--- src/rtl/im2col_pkg.sv ---
// Shared types, widths and constant tables for the im2col address generator.
// Used by every module of the block; depends on nothing.
`timescale 1ns / 1ps

package im2col_pkg;

  localparam int CfgIdxW    = 4;
  localparam int CfgDataW   = 13;
  localparam int SideW      = 13;
  localparam int KernW      = 5;
  localparam int StrideW    = 4;
  localparam int PadW       = 4;
  localparam int ColRowW    = 18;
  localparam int PixW       = 12;
  localparam int OffsetW    = 34;
  localparam int RecipShift = 24;
  localparam int RecipW     = RecipShift + 1;

  typedef enum logic [CfgIdxW-1:0] {
    RegInHeight     = 4'd0,
    RegInWidth      = 4'd1,
    RegKernelHeight = 4'd2,
    RegKernelWidth  = 4'd3,
    RegStrideRows   = 4'd4,
    RegStrideCols   = 4'd5,
    RegPadAbove     = 4'd6,
    RegPadBefore    = 4'd7
  } cfg_reg_e;

  typedef struct packed {
    logic [SideW-1:0]   img_height;
    logic [SideW-1:0]   img_width;
    logic [KernW-1:0]   kernel_height;
    logic [KernW-1:0]   kernel_width;
    logic [StrideW-1:0] stride_rows;
    logic [StrideW-1:0] stride_cols;
    logic [PadW-1:0]    pad_above;
    logic [PadW-1:0]    pad_before;
  } cfg_t;

  typedef struct packed {
    logic [PixW-1:0] out_row;
    logic [PixW-1:0] out_col;
  } pix_sb_t;

  typedef struct packed {
    logic [KernW-1:0] kcol;
    logic [PixW-1:0]  out_row;
    logic [PixW-1:0]  out_col;
  } kpix_sb_t;

  // floor(2^24 / k); a kernel size of zero counts as one
  localparam logic [RecipW-1:0] RECIP [32] = '{
    25'd16777216, 25'd16777216, 25'd8388608,  25'd5592405,
    25'd4194304,  25'd3355443,  25'd2796202,  25'd2396745,
    25'd2097152,  25'd1864135,  25'd1677721,  25'd1525201,
    25'd1398101,  25'd1290555,  25'd1198372,  25'd1118481,
    25'd1048576,  25'd986895,   25'd932067,   25'd883011,
    25'd838860,   25'd798915,   25'd762600,   25'd729444,
    25'd699050,   25'd671088,   25'd645277,   25'd621378,
    25'd599186,   25'd578524,   25'd559240,   25'd541200
  };

endpackage

--- src/rtl/im2col_addr.sv ---
// Three-stage address unit: stride, padding and bounds check, then the
// plane offset in two multiply stages. Depends on im2col_pkg.
`timescale 1ns / 1ps

module im2col_addr (
  input  logic                              clk_i,
  input  logic                              rst_ni,
  input  im2col_pkg::cfg_t                  cfg_i,
  input  logic                              in_valid_i,
  output logic                              in_stall_o,
  input  logic [im2col_pkg::ColRowW-1:0]    chan_i,
  input  logic [im2col_pkg::KernW-1:0]      krow_i,
  input  logic [im2col_pkg::KernW-1:0]      kcol_i,
  input  logic [im2col_pkg::PixW-1:0]       out_row_i,
  input  logic [im2col_pkg::PixW-1:0]       out_col_i,
  output logic                              out_valid_o,
  input  logic                              out_stall_i,
  output logic [im2col_pkg::OffsetW-1:0]    source_offset_o,
  output logic                              is_padding_o
);
  import im2col_pkg::*;

  localparam int ScW   = PixW + StrideW;
  localparam int PosW  = ScW + 1;
  localparam int BaseW = ColRowW + SideW + 1;
  localparam int MulW  = BaseW + SideW;

  logic               v1_q, v2_q, v3_q, en1, en2, en3;
  logic [ScW-1:0]     ors, ocs;
  logic [PosW-1:0]    rowv, colv, row_lo, col_lo;
  logic               pad_d;
  logic [ColRowW-1:0] chan_q;
  logic [SideW-1:0]   row_q, col_q, col2_q;
  logic               pad_q, pad2_q, pad3_q;
  logic [BaseW-1:0]   base_d, base_q;
  logic [MulW-1:0]    mul;
  logic [OffsetW-1:0] off_d, off_q;

  always_comb begin
    en3        = !v3_q || !out_stall_i;
    en2        = !v2_q || en3;
    en1        = !v1_q || en2;
    in_stall_o = !en1;
  end

  always_comb begin
    ors    = ScW'(out_row_i) * ScW'(cfg_i.stride_rows);
    ocs    = ScW'(out_col_i) * ScW'(cfg_i.stride_cols);
    rowv   = PosW'(krow_i) + PosW'(ors);
    colv   = PosW'(kcol_i) + PosW'(ocs);
    row_lo = rowv - PosW'(cfg_i.pad_above);
    col_lo = colv - PosW'(cfg_i.pad_before);
    pad_d  = (rowv < PosW'(cfg_i.pad_above)) || (row_lo >= PosW'(cfg_i.img_height)) ||
             (colv < PosW'(cfg_i.pad_before)) || (col_lo >= PosW'(cfg_i.img_width));
  end

  always_comb begin
    base_d = BaseW'(chan_q) * BaseW'(cfg_i.img_height) + BaseW'(row_q);
    mul    = MulW'(base_q) * MulW'(cfg_i.img_width);
    off_d  = pad2_q ? '0 : mul[OffsetW-1:0] + OffsetW'(col2_q);
  end

  always_ff @(posedge clk_i or negedge rst_ni) begin
    if (!rst_ni) begin
      v1_q <= 1'b0;
      v2_q <= 1'b0;
      v3_q <= 1'b0;
    end else begin
      if (en1) v1_q <= in_valid_i;
      if (en2) v2_q <= v1_q;
      if (en3) v3_q <= v2_q;
    end
  end

  always_ff @(posedge clk_i) begin
    if (en1 && in_valid_i) begin
      chan_q <= chan_i;
      row_q  <= row_lo[SideW-1:0];
      col_q  <= col_lo[SideW-1:0];
      pad_q  <= pad_d;
    end
    if (en2 && v1_q) begin
      base_q <= base_d;
      col2_q <= col_q;
      pad2_q <= pad_q;
    end
    if (en3 && v2_q) begin
      off_q  <= off_d;
      pad3_q <= pad2_q;
    end
  end

  assign out_valid_o     = v3_q;
  assign source_offset_o = off_q;
  assign is_padding_o    = pad3_q;

endmodule

--- config.mk ---
export PLATFORM = sky130hd
export DESIGN_NAME = im2col_addr
export DESIGN_NICKNAME = d
export VERILOG_FILES = /design/src/rtl/im2col_pkg.sv /design/src/rtl/im2col_addr.sv
export SDC_FILE = /design/constraint.sdc
export NUM_CORES = 2
export LEC_CHECK = 0
export BUFFER_PORTS_ARGS = -buffer_cell sky130_fd_sc_hd__buf_4
export CAP_MARGIN = 30
export CORE_AREA = 2 2 229 231
export DETAILED_ROUTE_END_ITERATION = 7
export DIE_AREA = 0 0 231 233
export PLACE_DENSITY = 0.75
export SLEW_MARGIN = 20
export SYNTH_ARGS = -nofsm -noshare
export SYNTH_HDL_FRONTEND = slang
export SYNTH_SLANG_ARGS = --single-unit
--- constraint.sdc ---
create_clock -name clk_i -period 6.3 [get_ports clk_i]
set_input_delay 1.26 -clock clk_i [delete_from_list [all_inputs] [get_ports clk_i]]
set_output_delay 1.26 -clock clk_i [all_outputs]
set_load 0.1 [all_outputs]
# [Word level (Yosys, flattened, before mapping)]
# Cells that the tools add are included.
[totals] reg_bits=129 in_bits=108 output_inout_bits=37 wordCells=40
[op_classes] n_addsub=6 mul=4 order_cmp=4 n_reduce_logical=14
[op_table] operator="adder 34 x 13 -> 34 bit" n=1
[op_table] operator="adder 5 x 16 -> 17 bit" n=2
[op_table] operator=">= comparator 17 x 13 -> 1 bit" n=2
[op_table] operator="< comparator 17 x 4 -> 1 bit" n=2
[op_table] operator="multiplier 32 x 13 -> 34 bit" n=1
[op_table] operator="subtractor 17 x 4 -> 17 bit" n=2
[op_table] operator="adder 31 x 13 -> 32 bit" n=1
[op_table] operator="multiplier 12 x 4 -> 16 bit" n=2
[op_table] operator="multiplier 18 x 13 -> 31 bit" n=1
[op_table] operator="logical OR 1 bit" n=6
[op_table] operator="logical NOT 1 bit" n=5
[op_table] operator="logical AND 1 bit" n=3

# [Logic depth before layout (Yosys ltp)]
[logic_depth] ltp_word=7 ltp_mapped=25 depth_no_buf=24

# [Worst setup path before layout]
# No wires, ideal clock.
[synth_timing] path_type="input-to-reg" startpoint="input cfg_i[44] in the netlist's numbering" endpoint="register base_q[31], data pin" setup_time_ps=259 t_arrival_ps=6905 t_required_ps=6041 path_slack_ps=-865 stages=22 path_buffers=2 cell_sequence="clkbuf_1 -> clkbuf_1 -> nand2_1 -> fa_1 -> inv_1 -> fa_1 -> inv_1 -> fa_1 -> inv_1 -> fa_1 -> fa_1 -> fa_1 -> ha_1 -> nand2_1 -> nor2_1 -> and3_1 -> a211o_1 -> a211o_1 -> o21a_1 -> a211oi_2 -> a21oi_1 -> xnor2_1"
[synth_between] elab_chain_cells=2
[synth_rtl] item="start, declared" line_no="im2col_addr.sv:8" source="input im2col_pkg::cfg_t cfg_i,"
[synth_rtl] item="multiplier 18 x 13 -> 31 bit" line_no="im2col_addr.sv:58" source="base_d = BaseW'(chan_q) * BaseW'(cfg_i.img_height) + BaseW'(row_q);"
[synth_rtl] item="adder 31 x 13 -> 32 bit" line_no="im2col_addr.sv:58"
[synth_rtl] item="net base_d[31]" line_no="im2col_addr.sv:35" source="logic [BaseW-1:0] base_d, base_q;"
[synth_rtl] item="end signal, assigned" line_no="im2col_addr.sv:83" source="base_q <= base_d;"
[synth_rtl] item="end, declared" line_no="im2col_addr.sv:35"
# The timed path passes the listed nets, and every way through them passes these cells.
# A chain may end at the register's enable or synchronous reset.

# [Worst setup path in the final report]
[layout_timing] startpoint="input out_row_i[3] in the netlist's numbering" endpoint="register pad_q, data pin"
[layout_between] elab_chain_cells=7 word_cells_on_any_way=8 classes_between="2 x add/sub; 1 x mul; 2 x order compare; 3 x reduce/logical"
[layout_rtl] item="start, declared" line_no="im2col_addr.sv:14" source="input logic [im2col_pkg::PixW-1:0] out_row_i,"
[layout_rtl] item="multiplier 12 x 4 -> 16 bit" line_no="im2col_addr.sv:47" source="ors = ScW'(out_row_i) * ScW'(cfg_i.stride_rows);"
[layout_rtl] item="adder 5 x 16 -> 17 bit" line_no="im2col_addr.sv:49" source="rowv = PosW'(krow_i) + PosW'(ors);"
[layout_rtl] item="subtractor 17 x 4 -> 17 bit" line_no="im2col_addr.sv:51" source="row_lo = rowv - PosW'(cfg_i.pad_above);"
[layout_rtl] item="net row_lo[12]" line_no="im2col_addr.sv:30" source="logic [PosW-1:0] rowv, colv, row_lo, col_lo;"
[layout_rtl] item=">= comparator 17 x 13 -> 1 bit" line_no="im2col_addr.sv:53" source="pad_d = (rowv < PosW'(cfg_i.pad_above)) || (row_lo >= PosW'(cfg_i.img_height)) ||"
[layout_rtl] item="logical OR 1 bit (2 in series)" line_no="im2col_addr.sv:53"
[layout_rtl] item="logical OR 1 bit" line_no="im2col_addr.sv:54" source="(colv < PosW'(cfg_i.pad_before)) || (col_lo >= PosW'(cfg_i.img_width));"
[layout_rtl] item="net pad_d" line_no="im2col_addr.sv:31" source="logic pad_d;"
[layout_rtl] item="end signal, assigned" line_no="im2col_addr.sv:80" source="pad_q <= pad_d;"
[layout_rtl] item="end, declared" line_no="im2col_addr.sv:34" source="logic pad_q, pad2_q, pad3_q;"
# The timed path passes the listed nets, and every way through them passes these cells.

==> qor.csv <==
stage,metric,value,unit
yosys,"FF+latch count, synth",129,
grt,antenna violations before repair,1,
detailed_routing,count of nets left with antenna violations after detail routing,0,
outcome,failing checks,negative setup slack,
yosys,top flip-flop cell by instance count after synthesis,edfxtp_1,
critical_path,launching element type of the critical path,input pin,
floorplan,Die Footprint,53820,um2
yosys,post-synthesis instance area,27920,um2
sta,final period demand of the worst path,6.434,ns
detailed_routing,via count of the routed design,21250,
floorplan,Die Y,233,um
floorplan,placement row count,83,
yosys,proportion of register bits with asynchronous set or reset after synthesis,2.326,%
outcome,result of the run,"complete, but fails checks",
sta,post-route fraction of the period consumed by the critical path,102.1,%
critical_path,critical path type,in -> reg,
sta,Final Hold Fails,0,
grt,total gr overflow,0,
detailed_routing,violation count after the first detailed-route iteration,1286,
yosys,Yosys warning count,0,
cts,clk_lat worst skew,0.49,ns
critical_path,maximum cell stage delay along the critical path,0.54,ns
yosys,"Net Count, Synth",3843,
final_layout,filler cell count in the final layout,3877,
critical_path,Setup crit end kind,flip-flop,
grt,vias in the first global route,23240,
yosys,largest cells by area after synthesis,"fa_1 (37%), edfxtp_1 (14%), ha_1 (13%)",
cts,clock-pin slew reported for the worst setup and hold paths after clock tree synthesis,0.06,ns
final_layout,Finished Core Util,66.91,%
placement,routability-driven placement congestion ratio,0.9147,
cts,clock root buffer master,clkbuf_16,
sta,Post-Route Hold Slack,0.4179,ns
critical_path,cell class contributing the biggest share of worst-path delay,adder cells,
floorplan,die width,231,um
floorplan,count of boundary I/O pins,145,
floorplan,Starting Density,54.65,%
critical_path,Arrival @ worst endpoint,6.63,ns
final_layout,area grow syn2layout,22.44,%
critical_path,Bufs and invs on worst path,4,
placement,port bufs,134,
final_layout,# diodes,0,
placement,post-DP HPWL,55.00,mm
sta,setup repair after global routing missed its margin,true,
sta,largest clock skew in the final design,0.01560,ns
final_layout,layout net count,4257,
sta,worst path setup slack after routing,-0.1343,ns
cts,maximum clock path buffer count,2,
min_path,Hold WC Path Type,reg -> reg,
detailed_routing,number of design rule violations left after detail routing,0,
grt,total routing resource utilization after global routing,25.61,%
cts,CTS H-Tree Depth,4,
sta,setup violation total in the final timing report,4,
sta,count of pins over their slew limit,0,
critical_path,CP max-delay cell,fa_1,
flow_run,maxcap violations,0,
yosys,area share of the largest cell type after synthesis,37.50,%
yosys,dominant cell type by area after synthesis,fa_1,
yosys,"EDFF count, synth",126,
yosys,number of distinct library cells after synthesis,74,
critical_path,library cell appearing most often on the critical path,fa_1,
cts,clock sinks,129,
grt,pin count of the biggest net entering global routing,46,
yosys,most numerous cell types in the synthesized netlist,"inv_1 (535), fa_1 (523), nand2_1 (438)",
critical_path,critical-path maximum fanout,3,
sta,timing-limited maximum frequency,0.1554,GHz
yosys,number of cells produced by synthesis,2923,
grt,global-route wire length before repair,110.1,mm
yosys,most common cell in the netlist,inv_1,
floorplan,total core area,51090,um2
critical_path,required time of the worst setup path,6.50,ns
critical_path,R2R setup slack,0.16,ns
final_layout,share of final-layout standard cells stronger than drive strength 1,22.45,%
detailed_routing,per-cell routed wire length,16.40,um
detailed_routing,drt first pass iters,5,
cts,hold buffer count at cts,0,
yosys,sequential cell area fraction in the yosys report,13.82,%
sta,transition time at the pin with the least slew margin,0.6711,ns
cts,total CTS buffers,17,
detailed_routing,Avg Vias per Cell,5.272,
yosys,synthesized area per cell,9.553,um2
sta,Total Negative Setup Slacks,-0.3723,ns
sta,max-slew headroom at the worst pin,55.26,%
detailed_routing,Post-Route WL,66.07,mm
cts,clock tree from TritonCTS,built,
==> placed cells by master (no fill, tap or decap), types with 17 or more instances in the layout <==
cell type,n
inv_1,526
fa_1,504
buf_4,473
nand2_1,405
and2_1,298
ha_1,255
edfxtp_1,126
nor2_1,73
xnor2_1,73
a21oi_1,48
xor2_1,35
o21ai_0,33
ha_4,32
nand2_2,28
a21o_1,27
o21a_1,25
a21oi_2,24
fa_2,19
clkbuf_16,17
buf_6,17
==> timing repair <==
item | 4_1_cts | 5_1_grt
gates resized for setup | 29 | 171
pin swaps | 22 | 132
setup endpoints to repair | 19 | 31
hold endpoints to repair | 0 | 0
setup buffers | 2 | 25
==> flip-flops by register name (all words and copies together), names as in the netlist <==
register and count:
pad2_q 1, v1_q 1, chan_q 18, col2_q 13, is_padding_o 1, pad_q 1
out_valid_o 1, base_q 32, col_q 13, source_offset_o 34, v2_q 1, row_q 13
==> final cells by class <==
class	count	area (um2)	share of cell area, %
Tap cell	680	850.8	2.489
Multi-Input combinational cell	2145	22760	66.58
Clock buffer	18	429.2	1.255
Clock inverter	14	146.4	0.4282
Timing Repair Buffer	509	4133	12.09
Sequential cell	129	3859	11.29
Inverter	535	2008	5.874
==> per-layer routing <==
layer / up-vias / global-route usage (%) / part of all wire (%)
met5: - / 0 / 0
met4: 0 / 9.415 / 3.9
met3: 159 / 4.939 / 5.7
met2: 630 / 45.39 / 50
met1: 10530 / 30.99 / 40
li1: 9924 / - / -
==> per-stage QoR <==
stage | instances | cell area, um2 | setup WS (ns)
after floorplan | 2923 | 28650 | -0.4727
after global placement | 3970 | 32420 | -0.6197
after detailed placement | 3972 | 32470 | -0.7183
after CTS | 4006 | 33180 | -0.1366
after global routing | 4030 | 34190 | -0.2740
final | 4030 | 34190 | -0.1343
==> cells by family (layout without fill, tap and decap cells) <==
family,Yosys count,after routing,synth area share (%)
simple gates,931,931,16.27
fa+ha+maj,812,812,50.45
xor+xnor,116,116,3.638
compound gates,284,284,6.999
buf+inv,649,1076,8.751
flops,129,129,13.82
mux,2,2,0.07617
==> final timing paths <==
path	from	depth (start not counted)	endpoint
hold reg to reg	pad_q$_DFFE_PP_	0	pad2_q$_DFFE_PP_
hold / removal	pad_q$_DFFE_PP_	0	pad2_q$_DFFE_PP_
max in group asynchronous	rst_ni	1	v1_q$_DFFE_PN0N_
min in group asynchronous	rst_ni	1	v2_q$_DFFE_PN0P_
setup / recovery	out_row_i[3]	25	pad_q$_DFFE_PP_
setup reg to reg	chan_q[6]$_DFFE_PP_	20	base_q[31]$_DFFE_PP_
Power is not shown: default switching activity piles up to over one toggle a cycle in this logic, so the estimate is an artifact.
