[src/rtl/im2col_pkg.sv]
// Shared types, widths and constant tables for the im2col address generator.
// Used by every module of the block; depends on nothing.
`timescale 1ns / 1ps

package im2col_pkg;

  localparam int CfgIdxW    = 4;
  localparam int CfgDataW   = 13;
  localparam int SideW      = 13;
  localparam int KernW      = 5;
  localparam int StrideW    = 4;
  localparam int PadW       = 4;
  localparam int ColRowW    = 18;
  localparam int PixW       = 12;
  localparam int OffsetW    = 34;
  localparam int RecipShift = 24;
  localparam int RecipW     = RecipShift + 1;

  typedef enum logic [CfgIdxW-1:0] {
    RegInHeight     = 4'd0,
    RegInWidth      = 4'd1,
    RegKernelHeight = 4'd2,
    RegKernelWidth  = 4'd3,
    RegStrideRows   = 4'd4,
    RegStrideCols   = 4'd5,
    RegPadAbove     = 4'd6,
    RegPadBefore    = 4'd7
  } cfg_reg_e;

  typedef struct packed {
    logic [SideW-1:0]   img_height;
    logic [SideW-1:0]   img_width;
    logic [KernW-1:0]   kernel_height;
    logic [KernW-1:0]   kernel_width;
    logic [StrideW-1:0] stride_rows;
    logic [StrideW-1:0] stride_cols;
    logic [PadW-1:0]    pad_above;
    logic [PadW-1:0]    pad_before;
  } cfg_t;

  typedef struct packed {
    logic [PixW-1:0] out_row;
    logic [PixW-1:0] out_col;
  } pix_sb_t;

  typedef struct packed {
    logic [KernW-1:0] kcol;
    logic [PixW-1:0]  out_row;
    logic [PixW-1:0]  out_col;
  } kpix_sb_t;

  // floor(2^24 / k); a kernel size of zero counts as one
  localparam logic [RecipW-1:0] RECIP [32] = '{
    25'd16777216, 25'd16777216, 25'd8388608,  25'd5592405,
    25'd4194304,  25'd3355443,  25'd2796202,  25'd2396745,
    25'd2097152,  25'd1864135,  25'd1677721,  25'd1525201,
    25'd1398101,  25'd1290555,  25'd1198372,  25'd1118481,
    25'd1048576,  25'd986895,   25'd932067,   25'd883011,
    25'd838860,   25'd798915,   25'd762600,   25'd729444,
    25'd699050,   25'd671088,   25'd645277,   25'd621378,
    25'd599186,   25'd578524,   25'd559240,   25'd541200
  };

endpackage

[src/rtl/im2col_div.sv]
// Two-stage divider by a small run-time constant: reciprocal multiply, then
// one remainder correction. Depends on im2col_pkg.
`timescale 1ns / 1ps

module im2col_div #(
  parameter int SbW = 1
) (
  input  logic                                 clk_i,
  input  logic                                 rst_ni,
  input  logic                                 in_valid_i,
  output logic                                 in_stall_o,
  input  logic [im2col_pkg::ColRowW-1:0]       dividend_i,
  input  logic [im2col_pkg::KernW-1:0]         divisor_i,
  input  logic [im2col_pkg::RecipW-1:0]        recip_i,
  input  logic [SbW-1:0]                       sb_i,
  output logic                                 out_valid_o,
  input  logic                                 out_stall_i,
  output logic [im2col_pkg::ColRowW-1:0]       quot_o,
  output logic [im2col_pkg::KernW-1:0]         rem_o,
  output logic [SbW-1:0]                       sb_o
);
  import im2col_pkg::*;

  localparam int ProdW = ColRowW + RecipW;
  localparam int QdW   = ColRowW + KernW;

  logic                 v1_q, v2_q, en1, en2;
  logic [ProdW-1:0]     prod;
  logic [ColRowW-1:0]   q0_d, q0_q, num_q;
  logic [SbW-1:0]       sb1_q, sb2_q;
  logic [QdW-1:0]       qd;
  logic [ColRowW-1:0]   r0;
  logic [ColRowW-1:0]   quot_d, quot_q;
  logic [KernW-1:0]     rem_d, rem_q;

  always_comb begin
    en2        = !v2_q || !out_stall_i;
    en1        = !v1_q || en2;
    in_stall_o = !en1;
  end

  always_comb begin
    prod = ProdW'(dividend_i) * ProdW'(recip_i);
    q0_d = prod[RecipShift +: ColRowW];
  end

  always_comb begin
    qd = QdW'(q0_q) * QdW'(divisor_i);
    r0 = num_q - qd[ColRowW-1:0];
    if (r0 >= ColRowW'(divisor_i)) begin
      quot_d = q0_q + ColRowW'(1);
      rem_d  = KernW'(r0 - ColRowW'(divisor_i));
    end else begin
      quot_d = q0_q;
      rem_d  = r0[KernW-1:0];
    end
  end

  always_ff @(posedge clk_i or negedge rst_ni) begin
    if (!rst_ni) begin
      v1_q <= 1'b0;
      v2_q <= 1'b0;
    end else begin
      if (en1) v1_q <= in_valid_i;
      if (en2) v2_q <= v1_q;
    end
  end

  always_ff @(posedge clk_i) begin
    if (en1 && in_valid_i) begin
      q0_q  <= q0_d;
      num_q <= dividend_i;
      sb1_q <= sb_i;
    end
    if (en2 && v1_q) begin
      quot_q <= quot_d;
      rem_q  <= rem_d;
      sb2_q  <= sb1_q;
    end
  end

  assign out_valid_o = v2_q;
  assign quot_o      = quot_q;
  assign rem_o       = rem_q;
  assign sb_o        = sb2_q;

endmodule

[config.mk]
export PLATFORM = sky130hd
export DESIGN_NAME = im2col_div
export DESIGN_NICKNAME = d
export VERILOG_FILES = /design/src/rtl/im2col_pkg.sv /design/src/rtl/im2col_div.sv
export SDC_FILE = /design/constraint.sdc
export NUM_CORES = 1
export LEC_CHECK = 0
export BUFFER_PORTS_ARGS = -buffer_cell sky130_fd_sc_hd__buf_2
export CAP_MARGIN = 20
export CELL_PAD_IN_SITES_DETAIL_PLACEMENT = 1
export CELL_PAD_IN_SITES_GLOBAL_PLACEMENT = 2
export CORE_UTILIZATION = 35
export CTS_CLUSTER_DIAMETER = 50
export DETAILED_ROUTE_END_ITERATION = 10
export PLACE_DENSITY = 0.81
export SETUP_SLACK_MARGIN = 0.02
export SLEW_MARGIN = 5
export SYNTH_ARGS = -nofsm -noshare
export SYNTH_HDL_FRONTEND = slang
export SYNTH_SLANG_ARGS = --single-unit
[constraint.sdc]
create_clock -name clk_i -period 14.35 [get_ports clk_i]
set_input_delay 2.1525 -clock clk_i [delete_from_list [all_inputs] [get_ports clk_i]]
set_output_delay 2.1525 -clock clk_i [all_outputs]
set_load 0.005 [all_outputs]
# == Word level (Yosys, flattened, before mapping) ==
# Cells that the tools add are included.
# totals
register_bits,63
latch_bits,0
ramBits,0
romBits,0
out_inout_bits,26
mem_count,0
# classes
addsub,3
n_mul,2
div_mod_pow,0
magnitude_cmp,1
eq_ne,0
shift,0
muxes,2
bitwise_logic,0
n_reduce_logical,8
# op_table
op,count
multiplier 18 x 25 -> 42 bit,1
adder 18 x 1 -> 18 bit (second input constant),1
>= comparator 18 x 5 -> 1 bit,1
multiplier 18 x 5 -> 18 bit,1
two-way mux 18 bit,1
subtractor 18 bit,1
two-way mux 5 bit,1
subtractor 5 bit,1
zero test 1 bit,4
logical AND 1 bit,2
logical OR 1 bit,2

# == Logic depth before layout (Yosys ltp) ==
# Gate-level depths: netlist (run 1).
# depth
word_depth,4
depth_mapped,24

# == Worst setup path before layout (run 1) ==
# Ideal clock, no wire load.
# synth_timing
path_kind,input to register
start,input port recip_i[10] in the netlist's numbering
end,"register q0_q[14], data pin"
setup_time_ps,262
t_arrival_ps,8006
required_ps,14088
slack_ps,6081
path_stages,24
n_path_buf,2
path_cell_list,clkbuf_1 -> clkbuf_1 -> nand2_1 -> fa_1 -> inv_1 -> fa_1 -> inv_1 -> fa_1 -> inv_1 -> fa_1 -> fa_1 -> inv_1 -> fa_1 -> inv_1 -> ha_1 -> nand4_1 -> o21bai_1 -> a2111o_1 -> a222oi_1 -> o21a_1 -> o21ai_1 -> o21ai_0 -> a21oi_1 -> xor2_1
# synth_via
elab_chain_len,1
# synth_lines
element,line_no,text
from (decl),im2col_div.sv:14,"input logic [im2col_pkg::RecipW-1:0] recip_i,"
multiplier 18 x 25 -> 42 bit,im2col_div.sv:43,prod = ProdW'(dividend_i) * ProdW'(recip_i);
net prod[38],im2col_div.sv:28,logic [ProdW-1:0] prod;
to (signal assigned),im2col_div.sv:71,q0_q <= q0_d;
to (decl),im2col_div.sv:29,"logic [ColRowW-1:0] q0_d, q0_q, num_q;"
# The timed path passes the listed nets, and every way through them passes these cells.
# A chain may end at the register's enable or synchronous reset.

# == Worst setup path in the final report (run 1) ==
# layout_timing
start,input port dividend_i[9] in the netlist's numbering
end,"register q0_q[14], data pin"
# layout_via
elab_chain_len,1
# layout_lines
element,line_no,text
from (decl),im2col_div.sv:12,"input logic [im2col_pkg::ColRowW-1:0] dividend_i,"
multiplier 18 x 25 -> 42 bit,im2col_div.sv:43,
net prod[38],im2col_div.sv:28,
# The timed path passes the listed nets, and every way through them passes these cells.

==> out/results.txt, run 1 <==
WL met1 = 23.7 mm
Post-synth EDFFs = 61
Die area = 0.0552 mm2
Max Used Layer = met5
Maximum clock path buffer count = 2
Slowest stage cell on the critical path = a222oi_1
CTS root buffer = clkbuf_16
Die Wd = 235 um
Die Ht = 235 um
Clk_lat worst skew = 0.35 ns
Max-cap violation count = 0
Most numerous cell on the critical path = fa_1
Avg Vias per Cell = 4.90
Vias in the first global route = 15900
Metal3 WL = 2.41 mm
Synth cell count leaders = inv_1, fa_1, nand2_1
Outcome = finished clean
CTS tree = built
Final setup fails = 0
Final hold viol count = 0
Final cell count without fillers = 2795
FFs w/ async S/R, synth = 3.17%
Nets = 2704
Layout cell share with drive strength beyond 1 = 5.39%
Iteration-0 DRC Markers = 672
Initial antenna violation count = 3
Slew @ Worst Pin = 0.900 ns
Total Wirelength = 52.9 mm
Final worst path period need = 8.90 ns
Max transition margin = 40.0%
Postcts setup bufs = 0
Register area share after synthesis = 9.90%
H-tree Lvls = 3
Port bufs = 78
Pre-CTS setup slack = 4.98 ns
Fillcell total = 6216
Initial Util = 35.4%
Period utilization = 62.0%
Crit-path leading delay family = adder cells
Pin count of the biggest net entering global routing = 38
Crit Path Category = primary input to register
Total CTS buffers = 9
Synth top area share = 44.4%
Clock Pin Slew Worst Setup and Hold Paths = 0.06 ns
Drc violations = 0
Largest area contributor in the netlist = fa_1
Synth Area per Inst = 9.05 um2
Final WS setup = 5.45 ns
Slew Limit Fails = 0
Setup crit end kind = register
Placer Congestion = 0.838
Worst EP arrival = 8.99 ns
Routed Antenna Nets = 0
Post-CTS Resized = 0
Cell variety after synth = 66
CP startpoint kind = primary input
Core Region = 0.0537 mm2
Crit-path max cell delay = 0.75 ns
Total GRT Usage = 20.2%
DR pass1 iterations = 5
Register bit total from synthesis = 63
Min-delay worst type = register to register
First-pass GRT wire length = 87.2 mm
Post-DR wirelength/cell = 18.9 um
Final setup TNS = 0 ns
Placed Area = 0.0199 mm2
Layout area overhead = 6.59%
Sequential cell area = 0.00188 mm2
Layout Cell Area excl Fill = 0.0203 mm2
Synth warn = 0
Ranking of synthesized cells by area = fa_1, inv_1, edfxtp_1, ha_1, nand2_1
Grt ovf = 0
Clock sinks = 63
Clk_skew = 0.00982 ns
HPWL after DPL = 41.5 mm
Critical path peak fanout = 26
Placed cells = 2777
Hold_buf cts = 0
Worst path cell trace = buf_2 > nand2_1 > fa_1 > inv_1 > fa_1 > inv_1 > fa_1 > inv_1 > fa_1 > fa_1 > inv_1 > fa_1 > inv_1 > ha_1 > nand4_1 > o21bai_1 > a2111o_1 > a222oi_1 > o21a_1 > o21ai_1 > o21ai_0 > a21oi_1 > xor2_1
RSZ-0062 raised after global routing = false
Buffer and inverter count on the worst path = 6
Routed wl met2 = 26.0 mm
I/O Pins = 79
Row count = 85
Peak Freq = 112 MHz
CP Data Required Time = 14.44 ns
Post-Syn Nets = 2712
Mapped Cells = 2100
Most frequent cell after synthesis = inv_1
Top_reg_cell synth = edfxtp_1
Vias = 13700
Multi-input logic area = 0.0148 mm2
Mapped cell area = 0.0190 mm2
[cell usage in the layout, fill, tap and decap left out, types with 3 or more instances in the layout]
master     count
nand3_1       13
inv_1        522
nor4_1         6
nor2_1        24
a21oi_1       31
nand2_1      369
clkbuf_16      9
a211o_1        3
a21o_1        12
buf_4          3
ha_1         138
nand2b_1       6
a211oi_1       7
nor2b_1        5
and2_1       190
nand4_1       11
nor3b_1        3
xor2_1        22
and3_1         3
edfxtp_1      61
bufinv_16      3
buf_2         78
o211ai_1       4
o21bai_1       3
o21a_1         4
o21ai_0       22
o21ai_1       10
or2_2          3
fa_1         421
a31oi_1        5
mux2i_1        3
nor3_1        18
xnor2_1       35
[logic make-up (layout without fill, tap and decap cells)]
family | after synthesis | after routing | synth area share, %
flip-flops | 63 | 63 | 9.90
multiplexers | 5 | 5 | 0.277
AND/OR/NAND/NOR | 666 | 666 | 16.8
XOR/XNOR | 57 | 57 | 2.63
buffers and inverters | 623 | 620 | 12.4
AO/OA/AOI/OAI | 127 | 127 | 4.60
adder cells (fa/ha/maj) | 559 | 559 | 53.4
other | 0 | 2 | 0
[worst paths after layout]
kind / start / endpoint / slack [ns] / cells past startpoint
min in group asynchronous: rst_ni / v1_q / 1.58 / 1
max in group asynchronous: rst_ni / out_valid_o / 12.67 / 1
worst max register to register: q0_q[2] / quot_o[1] / 8.33 / 19
worst max-delay path: dividend_i[9] / q0_q[14] / 5.45 / 23
worst min register to register: sb1_q / sb_o / 0.43 / 0
worst min-delay path: sb1_q / sb_o / 0.43 / 0
[sequential cells by signal (all words and copies together) (netlist names)]
name / count
num_q: 18
q0_q: 18
quot_o: 18
rem_o: 5
out_valid_o: 1
sb1_q: 1
sb_o: 1
v1_q: 1
[final cells by class]
type / instances / area share (%)
clock buffers: 9 / 1.11
multi-input cells: 1414 / 72.9
diodes: 2 / 0.0247
repair buffers: 81 / 2.04
flip-flops and latches: 63 / 9.29
clock inverters: 7 / 0.593
well taps: 696 / 4.30
inverters: 523 / 9.69
[layer usage]
metal	track usage, %	up-vias
met5	0	-
met4	3.53	2
met3	2.07	52
met2	35.5	301
met1	27.2	7186
li1	-	6165
[through the flow]
stage          hold WS [ns]  util [%]
2_1_floorplan         0.400         -
3_3_place_gp          0.401      37.1
3_5_place_dp          0.427      37.1
5_1_grt               0.438      37.7
6_report              0.433      37.7
4_1_cts               0.441      37.7
Power of run 1 is not shown: default switching activity piles up to over one toggle a cycle in this logic, so the estimate is an artifact.
==> run 2, diff against run 1 <==
--- a/config.mk
+++ b/config.mk
@@ -5,6 +5,7 @@
 export SDC_FILE = /design/constraint.sdc
 export NUM_CORES = 1
 export LEC_CHECK = 0
+export ABC_AREA = 1
 export BUFFER_PORTS_ARGS = -buffer_cell sky130_fd_sc_hd__buf_2
 export CAP_MARGIN = 20
 export CELL_PAD_IN_SITES_DETAIL_PLACEMENT = 1
@@ -12,7 +13,7 @@
 export CORE_UTILIZATION = 35
 export CTS_CLUSTER_DIAMETER = 50
 export DETAILED_ROUTE_END_ITERATION = 10
-export PLACE_DENSITY = 0.81
+export PLACE_DENSITY = 0.85
 export SETUP_SLACK_MARGIN = 0.02
 export SLEW_MARGIN = 5
 export SYNTH_ARGS = -nofsm -noshare
==> constraint.sdc (replaced) <==
create_clock -name clk_i -period 8.2 [get_ports clk_i]
set_input_delay 1.23 -clock clk_i [delete_from_list [all_inputs] [get_ports clk_i]]
set_output_delay 1.23 -clock clk_i [all_outputs]
set_load 0.005 [all_outputs]
==> out/results.txt, run 2 <==
Crit-path leading delay family = adder cells
Clock Pin Slew Worst Setup and Hold Paths = 0.06 ns
Register bit total from synthesis = 63
Maximum clock path buffer count = 2
Vias = 16300
Busiest grt layer = met2
Layout cell share with drive strength beyond 1 = 5.23%
Largest area contributor in the netlist = fa_1
Total CTS buffers = 9
Core Region = 0.0580 mm2
Placer Congestion = 0.841
Post-synth EDFFs = 61
Most frequent cells in the layout = inv_1, nand2_1, fa_1
CP Data Required Time = 8.30 ns
Final worst path period need = 6.94 ns
Grt ovf = 0
Period utilization = 84.6%
Slowest stage cell on the critical path = buf_2
Total GRT Usage = 20.8%
Clk_skew = 0.00951 ns
M1 GR Usage = 26.9%
Final hold viol count = 0
Synth top area share = 40.8%
Crit Path Category = primary input to register
Final setup TNS = 0 ns
Critical path peak fanout = 26
Top_reg_cell synth = edfxtp_1
Slew @ Worst Pin = 0.814 ns
First-pass GRT wire length = 98.4 mm
Pin count of the biggest net entering global routing = 37
Finished Core Util = 37.6%
Mapped Cells = 2686
Port bufs = 78
Most numerous cell on the critical path = nand2_1
Iteration-0 DRC Markers = 703
Setup crit end kind = register
Total Wirelength = 59.1 mm
Hold_sp = sb1_q
Worst path cell trace = buf_2 > nand2_1 > fa_1 > inv_1 > fa_1 > fa_1 > fa_1 > fa_1 > inv_1 > fa_1 > inv_1 > ha_1 > a21o_1 > a31oi_1 > o21ai_0 > a21oi_1 > nand2_1 > nand2_1 > nand2_1 > nand2_1 > nand3_1 > nand2_1 > nand2_1
Commonest non-fill, non-tap cell in the layout = inv_1
Row count = 88
DR pass1 iterations = 4
Synth warn = 0
CP startpoint = dividend_i[9]
Outcome = finished clean
CP startpoint kind = primary input
Routed Antenna Nets = 0
Clock sinks = 63
Cell variety after synth = 41
CTS tree = built
Crit-path max cell delay = 0.60 ns
HPWL after DPL = 48.6 mm
Register area share after synthesis = 9.10%
Vias in the first global route = 18900
Global Route met2 Usage = 37.7%
Post-DR wirelength/cell = 17.3 um
Diodes inserted = 0
Crit Reg-Reg Startpoint = q0_q[2]
Die Ht = 245 um
Synth Area per Inst = 7.70 um2
Met3 usage = 1.49%
H-tree Lvls = 3
Ranking of synthesized cells by area = fa_1, inv_1, nand2_1, edfxtp_1, ha_1
R2R Setup Slk = 2.91 ns
RSZ-0062 raised after global routing = false
Post-Syn Nets = 3298
Nets = 3263
Hold_buf cts = 0
Mapped cell area = 0.0207 mm2
Worst EP arrival = 7.04 ns
Max transition margin = 45.7%
Initial antenna violation count = 0
Final setup fails = 0
Synth cell count leaders = inv_1, nand2_1, fa_1
Avg Vias per Cell = 4.77
Clk_lat worst skew = 0.35 ns
I/O Pins = 79
Max-cap violation count = 0
Postcts setup bufs = 0
Slew Limit Fails = 0
Peak Freq = 144 MHz
Min-delay worst type = register to register
CTS root buffer = clkbuf_16
Buffer and inverter count on the worst path = 4
Layout area overhead = 5.56%
FFs w/ async S/R, synth = 3.17%
Drc violations = 0
Die Wd = 245 um
Initial Util = 35.6%
Die area = 0.0600 mm2
Most frequent cell after synthesis = inv_1
Post-CTS Resized = 0
[run 2: cell types whose count changed in the layout (fill, tap and decap cells not counted), moves of 16 or more]
cell     delta
a21oi_1    +27
and2_1    -190
inv_1     +276
nand2_1   +379
nand2_2    +16
nand3_1    +50
nor2_1     +53
xnor2_1    -23
xor2_1     +18
[run 2: final timing paths]
check | to | cells past startpoint
max in group asynchronous | out_valid_o | 1
max | q0_q[13] | 23
min reg2reg | sb_o | 0
max reg2reg | quot_o[11] | 21
min | sb_o | 0
min in group asynchronous | v1_q | 1
[run 2: metrics by stage]
stage | worst slack [ns] | cells | instance area (um2) | hold WS, ns
final | 1.26 | 3421 | 21800 | 0.429
after global routing | 0.908 | 3421 | 21800 | 0.443
after CTS | 1.27 | 3421 | 21800 | 0.430
after detailed placement | 0.895 | 3405 | 21500 | 0.410
after global placement | 1.00 | 3405 | 21500 | 0.405
after floorplan | 1.49 | 2686 | 20700 | 0.400
[run 2: logic make-up (layout without fill, tap and decap cells)]
logic type      count (synthesis)  after routing  share of synthesized area, %
buf+inv                       933            903                          17.4
xor+xnor                       53             53                          2.28
compound gates                119            119                          3.26
simple gates                  959            959                          18.9
flops                          63             63                          9.10
fa+ha+maj                     559            559                          49.1
[run 2: cell type report]
cell class              instances  area (um2)
repair buffers                 87         458
clock buffers                  10         229
multi-input cells            1690       15200
flip-flops and latches         63        1880
clock inverters                 6        85.1
inverters                     800        3000
well taps                     765         957
fillers                      7176       36200
[run 2: metal layers]
metal	vias to the layer above	wire length, um
li1	7552	-
met3	56	1340
met5	-	0
met2	214	30400
met1	8511	26400
met4	0	962
Power of run 2 is left out for the same reason.
